<file path="src/hdl/tcc_pkg.sv">
// -----------------------------------------------------------------------------
// tcc_pkg: shared types and constants of the text console cursor controller
// Holds the command codes, register indexes, character codes and the structs
// that travel between the sequencer, the step logic and the result register.
// -----------------------------------------------------------------------------
package tcc_pkg;

   localparam int ROW_W   = 5;
   localparam int COL_W   = 7;
   localparam int ATTR_W  = 5;
   localparam int GLYPH_W = 7;
   localparam int CHAR_W  = 8;
   localparam int CSR_IDX_W  = 3;
   localparam int CSR_DATA_W = 7;

   // Screen size used to saturate the cursor when it steps past the edge.
   localparam int SCREEN_ROWS = 25;
   localparam int SCREEN_COLS = 80;

   // At most this many write, scroll or beep results per item; the cursor result
   // that closes the item is always sent on top of these.
   localparam int MAX_NONLAST = 11;
   localparam int CNT_W       = 4;

   typedef enum logic [1:0] {
      CMD_WRITE  = 2'd0,
      CMD_SCROLL = 2'd1,
      CMD_CURSOR = 2'd2,
      CMD_BEEP   = 2'd3
   } cmd_type;

   typedef enum logic [CSR_IDX_W-1:0] {
      REG_TEXT_ATTRIBUTE = 3'd0,
      REG_WINDOW_TOP     = 3'd1,
      REG_WINDOW_BOTTOM  = 3'd2,
      REG_WINDOW_LEFT    = 3'd3,
      REG_WINDOW_RIGHT   = 3'd4
   } reg_index_type;

   localparam logic [CHAR_W-1:0] CH_BELL  = 8'd7;
   localparam logic [CHAR_W-1:0] CH_BS    = 8'd8;
   localparam logic [CHAR_W-1:0] CH_TAB   = 8'd9;
   localparam logic [CHAR_W-1:0] CH_LF    = 8'd10;
   localparam logic [CHAR_W-1:0] CH_CR    = 8'd13;
   localparam logic [CHAR_W-1:0] CH_SPACE = 8'd32;

   typedef struct packed {
      logic [ATTR_W-1:0] text_attribute;
      logic [ROW_W-1:0]  window_top;
      logic [ROW_W-1:0]  window_bottom;
      logic [COL_W-1:0]  window_left;
      logic [COL_W-1:0]  window_right;
   } cfg_type;

   typedef struct packed {
      cmd_type            command;
      logic [ROW_W-1:0]   row;
      logic [COL_W-1:0]   col;
      logic [GLYPH_W-1:0] glyph;
      logic [ATTR_W-1:0]  attribute;
      logic               last;
   } rsp_type;

endpackage

</file>
<file path="src/hdl/tcc_step.sv">
// -----------------------------------------------------------------------------
// tcc_step: one step of character handling
// Given the held character and the progress flags, produces one result and the
// cursor and progress values that follow it.
// -----------------------------------------------------------------------------
module tcc_step #(
   parameter int TAB_WIDTH = 8,
   parameter int TAB_CNT_W = 4
) (
   input  logic [tcc_pkg::CHAR_W-1:0] char_code,
   input  tcc_pkg::cfg_type           cfg,
   input  logic [tcc_pkg::ROW_W-1:0]  cur_row,
   input  logic [tcc_pkg::COL_W-1:0]  cur_col,
   input  logic                       scroll_pend,
   input  logic                       main_done,
   input  logic [TAB_CNT_W-1:0]       tab_cnt,
   input  logic [tcc_pkg::CNT_W-1:0]  emit_cnt,
   output tcc_pkg::rsp_type           rsp,
   output logic                       rsp_emit,
   output logic                       final_step,
   output logic [tcc_pkg::ROW_W-1:0]  row_nx,
   output logic [tcc_pkg::COL_W-1:0]  col_nx,
   output logic                       scroll_pend_nx,
   output logic                       main_done_nx,
   output logic [TAB_CNT_W-1:0]       tab_cnt_nx,
   output logic [tcc_pkg::CNT_W-1:0]  emit_cnt_nx
);
   import tcc_pkg::*;

   logic is_print;
   logic at_right;
   logic at_bottom;
   logic [ROW_W-1:0] row_up;
   logic [COL_W-1:0] col_up;
   logic [ROW_W-1:0] adv_row;
   logic [COL_W-1:0] adv_col;
   logic             adv_pend;
   logic             room;

   // Increments saturate at the last screen row or column.
   assign row_up = (32'(cur_row) >= SCREEN_ROWS - 1) ? ROW_W'(SCREEN_ROWS - 1)
                                                     : cur_row + ROW_W'(1);
   assign col_up = (32'(cur_col) >= SCREEN_COLS - 1) ? COL_W'(SCREEN_COLS - 1)
                                                     : cur_col + COL_W'(1);

   assign is_print  = (char_code[7] == 1'b0) && (char_code >= CH_SPACE);
   assign at_right  = (cur_col == cfg.window_right);
   assign at_bottom = (cur_row == cfg.window_bottom);
   assign room      = (emit_cnt < CNT_W'(MAX_NONLAST));

   // Cursor advance after a written character.
   always_comb begin
      adv_row  = cur_row;
      adv_col  = col_up;
      adv_pend = 1'b0;
      if (at_right) begin
         adv_col = cfg.window_left;
         if (at_bottom) begin
            adv_pend = 1'b1;
         end else begin
            adv_row = row_up;
         end
      end
   end

   always_comb begin
      row_nx         = cur_row;
      col_nx         = cur_col;
      scroll_pend_nx = 1'b0;
      main_done_nx   = main_done;
      tab_cnt_nx     = tab_cnt;
      final_step     = 1'b0;
      rsp            = '0;
      rsp.command    = CMD_CURSOR;

      priority if (scroll_pend) begin
         rsp.command = CMD_SCROLL;
      end else if (!main_done && is_print) begin
         rsp.command    = CMD_WRITE;
         rsp.row        = cur_row;
         rsp.col        = cur_col;
         rsp.glyph      = char_code[GLYPH_W-1:0];
         rsp.attribute  = cfg.text_attribute;
         row_nx         = adv_row;
         col_nx         = adv_col;
         scroll_pend_nx = adv_pend;
         main_done_nx   = 1'b1;
      end else if (!main_done && (char_code == CH_TAB)) begin
         rsp.command    = CMD_WRITE;
         rsp.row        = cur_row;
         rsp.col        = cur_col;
         rsp.glyph      = CH_SPACE[GLYPH_W-1:0];
         rsp.attribute  = cfg.text_attribute;
         row_nx         = adv_row;
         col_nx         = adv_col;
         scroll_pend_nx = adv_pend;
         tab_cnt_nx     = tab_cnt + TAB_CNT_W'(1);
         main_done_nx   = (tab_cnt == TAB_CNT_W'(TAB_WIDTH - 1));
      end else if (!main_done && (char_code == CH_BELL)) begin
         rsp.command  = CMD_BEEP;
         main_done_nx = 1'b1;
      end else if (!main_done && (char_code == CH_LF) && at_bottom) begin
         rsp.command  = CMD_SCROLL;
         main_done_nx = 1'b1;
      end else if (!main_done && (char_code == CH_BS)
                   && !((cur_col == cfg.window_left) && (cur_row == cfg.window_top))) begin
         // Erase the previous cell, stepping back to the row above at the left edge.
         if (cur_col == cfg.window_left) begin
            row_nx = cur_row - ROW_W'(1);
            col_nx = cfg.window_right;
         end else begin
            col_nx = cur_col - COL_W'(1);
         end
         rsp.command   = CMD_WRITE;
         rsp.row       = row_nx;
         rsp.col       = col_nx;
         rsp.glyph     = CH_SPACE[GLYPH_W-1:0];
         rsp.attribute = cfg.text_attribute;
         main_done_nx  = 1'b1;
      end else begin
         // Closing cursor report; line feed and carriage return move first.
         if (!main_done && (char_code == CH_LF)) begin
            row_nx = row_up;
         end else if (!main_done && (char_code == CH_CR)) begin
            col_nx = cfg.window_left;
         end
         final_step   = 1'b1;
         main_done_nx = 1'b1;
         rsp.command  = CMD_CURSOR;
         rsp.row      = row_nx;
         rsp.col      = col_nx;
         rsp.last     = 1'b1;
      end
   end

   assign rsp_emit    = final_step || room;
   assign emit_cnt_nx = (!final_step && room) ? emit_cnt + CNT_W'(1) : emit_cnt;

endmodule

</file>
<file path="src/hdl/tcc_out_reg.sv">
// -----------------------------------------------------------------------------
// tcc_out_reg: result register
// Holds one result until the consumer takes it and tells the sequencer when a
// new result may be loaded.
// -----------------------------------------------------------------------------
module tcc_out_reg (
   input  logic             clock,
   input  logic             reset,
   input  logic             load,
   input  tcc_pkg::rsp_type data_in,
   input  logic             rsp_ready,
   output logic             rsp_valid,
   output tcc_pkg::rsp_type data_out,
   output logic             free
);
   import tcc_pkg::*;

   logic    valid_ff;
   logic    valid_in;
   rsp_type data_ff;

   assign free     = !valid_ff || rsp_ready;
   assign valid_in = load ? 1'b1 : (rsp_ready ? 1'b0 : valid_ff);

   always_ff @(posedge clock) begin
      if (reset) begin
         valid_ff <= 1'b0;
      end else begin
         valid_ff <= valid_in;
      end
   end

   always_ff @(posedge clock) begin
      if (load) begin
         data_ff <= data_in;
      end
   end

   assign rsp_valid = valid_ff;
   assign data_out  = data_ff;

endmodule

</file>
<file path="src/hdl/text_console_cursor_controller.sv">
// Once an item is held, its first result is loaded into the result register as soon as that register is free,
// and the item then takes one step per cycle while the consumer keeps taking the results.
// An item has 1 to 17 steps (a tab in a one-column
// window at the bottom row has eight writes, eight scrolls and the cursor report).
// The step sequencer and the single result register set this pace.
// Reset is synchronous and active high; it restores the window registers and homes the cursor.
// -----------------------------------------------------------------------------
// text_console_cursor_controller: teletype style cursor control for a text window
// Turns character codes into write, scroll, beep and cursor commands for a display.
// -----------------------------------------------------------------------------
module text_console_cursor_controller #(
   parameter int TAB_WIDTH = 8
) (
   input  logic                                clock,
   input  logic                                reset,
   input  logic                                req_valid,
   output logic                                req_ready,
   input  logic [tcc_pkg::CHAR_W-1:0]          req_char_code,
   output logic                                rsp_valid,
   input  logic                                rsp_ready,
   output logic [1:0]                          rsp_command,
   output logic [tcc_pkg::ROW_W-1:0]           rsp_row,
   output logic [tcc_pkg::COL_W-1:0]           rsp_col,
   output logic [tcc_pkg::GLYPH_W-1:0]         rsp_glyph,
   output logic [tcc_pkg::ATTR_W-1:0]          rsp_attribute,
   output logic                                rsp_last,
   input  logic                                csr_we,
   input  logic [tcc_pkg::CSR_IDX_W-1:0]       csr_index,
   input  logic [tcc_pkg::CSR_DATA_W-1:0]      csr_wdata
);
   import tcc_pkg::*;

   // The tab counter has to hold every count up to the tab width.
   localparam int TAB_CNT_W = $clog2(TAB_WIDTH + 1);

   // Window and attribute registers, to be written only while the block is idle; the block does not enforce this.
   cfg_type cfg_ff;
   cfg_type cfg_in;

   // The sequencer holds the current item and how far its handling has come.
   logic                 busy_ff,  busy_in;
   logic [CHAR_W-1:0]    char_ff;
   logic [ROW_W-1:0]     row_ff,   row_in;
   logic [COL_W-1:0]     col_ff,   col_in;
   logic                 pend_ff,  pend_in;
   logic                 done_ff,  done_in;
   logic [TAB_CNT_W-1:0] tab_ff,   tab_in;
   logic [CNT_W-1:0]     cnt_ff,   cnt_in;

   rsp_type              step_rsp;
   logic                 step_emit;
   logic                 step_final;
   logic [ROW_W-1:0]     step_row;
   logic [COL_W-1:0]     step_col;
   logic                 step_pend;
   logic                 step_done;
   logic [TAB_CNT_W-1:0] step_tab;
   logic [CNT_W-1:0]     step_cnt;

   logic    out_free;
   logic    advance;
   logic    accept;
   rsp_type out_data;

   always_comb begin
      cfg_in = cfg_ff;
      if (csr_we) begin
         unique case (csr_index)
            REG_TEXT_ATTRIBUTE: cfg_in.text_attribute = csr_wdata[ATTR_W-1:0];
            REG_WINDOW_TOP:     cfg_in.window_top     = csr_wdata[ROW_W-1:0];
            REG_WINDOW_BOTTOM:  cfg_in.window_bottom  = csr_wdata[ROW_W-1:0];
            REG_WINDOW_LEFT:    cfg_in.window_left    = csr_wdata[COL_W-1:0];
            REG_WINDOW_RIGHT:   cfg_in.window_right   = csr_wdata[COL_W-1:0];
            default:            cfg_in = cfg_ff;
         endcase
      end
   end

   always_ff @(posedge clock) begin
      if (reset) begin
         cfg_ff.text_attribute <= '0;
         cfg_ff.window_top     <= '0;
         cfg_ff.window_bottom  <= ROW_W'(23);
         cfg_ff.window_left    <= '0;
         cfg_ff.window_right   <= COL_W'(79);
      end else begin
         cfg_ff <= cfg_in;
      end
   end

   tcc_step #(
      .TAB_WIDTH (TAB_WIDTH),
      .TAB_CNT_W (TAB_CNT_W)
   ) u_step (
      .char_code      (char_ff),
      .cfg            (cfg_ff),
      .cur_row        (row_ff),
      .cur_col        (col_ff),
      .scroll_pend    (pend_ff),
      .main_done      (done_ff),
      .tab_cnt        (tab_ff),
      .emit_cnt       (cnt_ff),
      .rsp            (step_rsp),
      .rsp_emit       (step_emit),
      .final_step     (step_final),
      .row_nx         (step_row),
      .col_nx         (step_col),
      .scroll_pend_nx (step_pend),
      .main_done_nx   (step_done),
      .tab_cnt_nx     (step_tab),
      .emit_cnt_nx    (step_cnt)
   );

   // A step is taken whenever the result register can take what it produces.
   // Steps whose result is dropped by the per-item limit still move the cursor.
   assign advance = busy_ff && out_free;

   // A new item is taken while idle or in the cycle that the current one closes,
   // so single-result items follow each other without a gap.
   assign req_ready = !busy_ff || (advance && step_final);
   assign accept    = req_valid && req_ready;

   always_comb begin
      busy_in = busy_ff;
      row_in  = row_ff;
      col_in  = col_ff;
      pend_in = pend_ff;
      done_in = done_ff;
      tab_in  = tab_ff;
      cnt_in  = cnt_ff;
      if (advance) begin
         row_in  = step_row;
         col_in  = step_col;
         pend_in = step_pend;
         done_in = step_done;
         tab_in  = step_tab;
         cnt_in  = step_cnt;
         if (step_final) begin
            busy_in = 1'b0;
         end
      end
      if (accept) begin
         busy_in = 1'b1;
         pend_in = 1'b0;
         done_in = 1'b0;
         tab_in  = '0;
         cnt_in  = '0;
      end
   end

   always_ff @(posedge clock) begin
      if (reset) begin
         busy_ff <= 1'b0;
         row_ff  <= '0;
         col_ff  <= '0;
         pend_ff <= 1'b0;
         done_ff <= 1'b0;
         tab_ff  <= '0;
         cnt_ff  <= '0;
      end else begin
         busy_ff <= busy_in;
         row_ff  <= row_in;
         col_ff  <= col_in;
         pend_ff <= pend_in;
         done_ff <= done_in;
         tab_ff  <= tab_in;
         cnt_ff  <= cnt_in;
      end
   end

   always_ff @(posedge clock) begin
      if (accept) begin
         char_ff <= req_char_code;
      end
   end

   tcc_out_reg u_out (
      .clock     (clock),
      .reset     (reset),
      .load      (advance && step_emit),
      .data_in   (step_rsp),
      .rsp_ready (rsp_ready),
      .rsp_valid (rsp_valid),
      .data_out  (out_data),
      .free      (out_free)
   );

   assign rsp_command   = out_data.command;
   assign rsp_row       = out_data.row;
   assign rsp_col       = out_data.col;
   assign rsp_glyph     = out_data.glyph;
   assign rsp_attribute = out_data.attribute;
   assign rsp_last      = out_data.last;

endmodule

</file>
<file path="config.mk">
export PLATFORM = sky130hd
export DESIGN_NAME = text_console_cursor_controller
export DESIGN_NICKNAME = d
export VERILOG_FILES = /design/src/hdl/tcc_pkg.sv /design/src/hdl/tcc_step.sv /design/src/hdl/tcc_out_reg.sv /design/src/hdl/text_console_cursor_controller.sv
export SDC_FILE = /design/constraint.sdc
export NUM_CORES = 1
export LEC_CHECK = 0
export BUFFER_PORTS_ARGS = -buffer_cell sky130_fd_sc_hd__buf_2
export CELL_PAD_IN_SITES_DETAIL_PLACEMENT = 0
export CELL_PAD_IN_SITES_GLOBAL_PLACEMENT = 1
export CORE_MARGIN = 5
export CORE_UTILIZATION = 45
export CTS_CLUSTER_DIAMETER = 150
export DETAILED_ROUTE_END_ITERATION = 10
export HOLD_SLACK_MARGIN = 0.12
export PLACE_DENSITY = 0.87
export SLEW_MARGIN = 20
export SYNTH_ARGS = -nofsm -noshare
export SYNTH_HDL_FRONTEND = slang
export SYNTH_SLANG_ARGS = --single-unit
</file>
<file path="constraint.sdc">
create_clock -name clock -period 4.25 [get_ports clock]
set_clock_uncertainty 0.1 [all_clocks]
set_input_delay 0.425 -clock clock [delete_from_list [all_inputs] [get_ports clock]]
set_output_delay 0.425 -clock clock [all_outputs]
set_load 0.03 [all_outputs]
</file>
==> flow_metrics.py <==
metrics = {
    "status": {
        "status": "completed",
    },
    "placement": {
        "dp_hpwl_um": 7820,
        "place.port_buffers": 51,
        "gp_congestion": 0.895,
        "pre_cts_ws_ns": 1.08,
        "dp.cells": 640,
        "dpl_cell_area_um2": 4930,
    },
    "drt": {
        "wl_per_cell_um": 16.4,
        "ant_nets": 0,
        "drtPass1Iterations": 5,
        "vias": 3657,
        "drc": 0,
        "avgViaCountPerCell": 5.57,
        "routed_wl_um": 10800,
        "drt-initial-drc-count": 263,
    },
    "finish": {
        "antenna_cells": 0,
        "nNetsFinal": 548,
        "fin_util": 0.523,
        "areaGrowthSynthToFinish_pct": 12.3,
        "layoutNonFillerInstCount": 656,
        "register_area_um2": 2110,
        "multi_input_area_um2": 2310,
        "fillers": 932,
        "finalInstanceArea_um2": 5160,
        "drive_above_1_share": 0.164,
    },
    "global_routing": {
        "grt_max_degree": 36,
        "busiest_layer": "met2",
        "grt_usage": 0.177,
        "grt_pass1_wl_um": 17900,
        "gr-usage-met2": 0.282,
        "grt.met3_usage": 0.0371,
        "overflow": 0,
        "grt_pass1_vias": 3568,
        "antenna_found_initial": 0,
        "met1_usage": 0.245,
    },
    "setup_path": {
        "r2r_end": "char_ff[4]$_DFFE_PP_",
        "path_cells": "or4_4 > nor4_4 > and3_1 > or4_1 > buf_4 > o31ai_2 > buf_2",
        "crit_type": "reg2out",
        "slowest_stage": "or4_4",
        "rr_worst_depth": 7,
        "critPathCaptureType": "primary output",
        "cp_max_fo": 19,
        "crit_start": "char_ff[7]$_DFFE_PP_",
        "arrival_ns": 2.90,
        "critical_path.max_stage_delay_ns": 0.58,
        "reg2reg_setup_slack_ns": 1.02,
        "critPathRequiredTime_ns": 3.72,
        "cp-start-kind": "register",
        "r2r-start": "row_ff[3]$_SDFFE_PP0P_",
    },
    "floorplan": {
        "die_width_um": 111,
        "num_rows": 36,
        "start_util": 0.466,
        "num_io_pins": 52,
        "core-area_um2": 9860,
        "die_area_um2": 12300,
        "die_y_um": 111,
    },
    "logic_synthesis": {
        "synth_top_area_share": 0.231,
        "synthCells": 480,
        "synth_seq_area_share": 0.460,
        "synth_area_leader_cell": "dfxtp_1",
        "ys_ff_latch": 88,
        "avgSynthCellArea_um2": 9.57,
        "synth-warning-count": 0,
        "synthesis.nets": 510,
        "ys_top_cells_by_area": "dfxtp_1 (23%), edfxtp_1 (23%), mux2i_1 (7.8%)",
        "synthArstFlopShare": 0,
        "synth_flop_cell": "dfxtp_1",
        "synth_cell_types": 66,
        "synth_edf_count": 35,
        "synth.cell_area_um2": 4600,
    },
    "power": {
        "power_mw": 1.97,
        "ir_drop_v": 0.000168,
        "p_leak_nw": 2.10,
        "p_per_area_nw_per_um2": 382,
    },
    "timing": {
        "rsz0062_at_grt": "no",
        "period_minus_slack_ns": 3.43,
        "setup_viol": 0,
        "finalSetupTns_ns": 0,
        "setup_slack_ns": 0.822,
        "slew_viol_final": 0,
        "slew-limit-headroom": 0.520,
        "worst_slew_pin_slew_ns": 0.714,
        "hold-worst-slack_ns": 0.142,
        "fmax_ghz": 0.292,
        "hold_viol": 0,
        "min_period_over_period": 0.807,
    },
    "worst_hold_path": {
        "hold_depth": 1,
        "min_path_type": "in2reg",
        "hold_end": "char_ff[0]$_DFFE_PP_",
        "hold_start": "req_char_code[0]",
    },
    "clock_tree": {
        "hold_buffers": 0,
        "htree_levels": 3,
        "cts.clk_slew.worst_paths_ns": 0.09,
        "clk_latency_ns": 0.35,
        "numCtsBuffers": 9,
        "cts_root_buf": "clkbuf_8",
        "cts_tree": "built",
        "post-cts-setup-buffers": 0,
        "cts_resized": 0,
        "clock-sinks": 88,
        "cts_buffer_depth": 2,
    },
    "job": {
        "max_cap_viol_count": 0,
    },
}
==> registers in the layout, indices dropped and copies added (netlist names) <==
| register | cells |
|---|---|
| col_ff | 7 |
| cnt_ff | 4 |
| cfg_ff | 29 |
| busy_ff | 1 |
| char_ff | 8 |
| row_ff | 5 |
| tab_ff | 4 |
| pend_ff | 1 |
| u_out.rsp_valid | 1 |
| done_ff | 1 |
| u_out.data_out | 27 |
==> cells in the final DEF, fill, tap and decap left out, types with 3 or more instances in the layout <==
cell / netlist / layout
a211oi_1: 6 / 6
o21ai_0: 16 / 16
nor3_1: 11 / 11
nand3_1: 19 / 19
xor2_1: 20 / 20
edfxtp_1: 35 / 35
clkbuf_8: 0 / 9
and3_1: 4 / 4
buf_4: 1 / 7
nor2b_1: 6 / 6
nand4_1: 3 / 3
nand2b_1: 4 / 4
nor2_1: 59 / 59
inv_1: 10 / 10
nand2_1: 42 / 42
a21oi_1: 22 / 22
nand3b_1: 3 / 3
o22ai_1: 3 / 3
nor4_1: 4 / 4
ha_1: 7 / 7
o41ai_1: 4 / 4
dfxtp_1: 53 / 53
a32oi_1: 3 / 3
and2_1: 15 / 15
mux2i_1: 36 / 36
xnor2_1: 18 / 18
buf_2: 6 / 51
==> cell usage after synthesis, drive strengths merged (2+ instances only) <==
library cell  number
a41oi              2
and3               4
a32oi              3
mux2i             36
inv               10
nand2             42
o2bb2ai            2
or3                2
nor3              11
a21oi             24
nor3b              2
o21ai             17
nand2b             4
ha                 7
o41ai              4
a21boi             2
o22ai              3
and2              15
xor2              20
o31ai              3
a211oi             7
edfxtp            35
nand4              3
dfxtp             53
xnor2             18
nor4               6
a2bb2oi            2
nor2              59
nand3b             3
or4                3
nand3             19
a22oi              2
buf               11
nor2b              6
a31oi              2
clkbuf            20
==> area by class of cell <==
cell class              instances  share of cell area
multi-input cells             351               0.448
flip-flops and latches         88               0.409
repair buffers                 58              0.0597
well taps                     133              0.0323
clock buffers                   9              0.0240
clock inverters                 7              0.0196
inverters                      10             0.00728
==> per-layer routing <==
layer  share of wire  up-vias  wire (um)
li1                -     1782          -
met1            0.48     1755       5180
met2            0.45      108       4900
met3           0.053       12        573
met4           0.011        0        121
met5               0        -          0
==> critical path: cells and delay by family, from the launching register on <==
kind | cells | cell delay (ns)
AO/OA/AOI/OAI | 1 | 0.11
flip-flops | 1 | 0.42
buffers and inverters | 2 | 0.45
AND/OR/NAND/NOR | 4 | 1.56
==> power by group <==
| part | internal, mW | leakage, nW | switching, mW |
|---|---|---|---|
| logic | 0.117 | 1.21 | 0.222 |
| clock network | 0.339 | 0.112 | 0.316 |
| registers | 0.934 | 0.776 | 0.0451 |
| total | 1.39 | 2.10 | 0.584 |
==> how the worst max path moves through the flow <==
stage                                 endpoint  slack, ns  depth (start not counted)
4_1_cts                              req_ready       0.84                          7
3_3_place_gp              char_ff[0]$_DFFE_PP_       1.16                          7
3_5_place_dp              char_ff[0]$_DFFE_PP_       1.08                          7
5_1_grt                              req_ready       0.67                          7
2_1_floorplan  u_out.data_out[0]$_SDFFCE_PP0P_       1.13                          8
6_report                             req_ready       0.82                          7
==> cells by family (layout without fill, tap and decap cells) <==
group                      count (synthesis)  in the layout  share of synthesized area
and+or+nand+nor                          184            184                      0.202
buffers and inverters                     41             84                     0.0378
adders and majority gates                  7              7                     0.0191
muxes                                     37             37                     0.0817
DFF                                       88             88                      0.460
xor gates and xnor gates                  38             38                     0.0724
AOI/OAI and AO/OA                         85             85                      0.128
(Power assumes the default switching activity.)
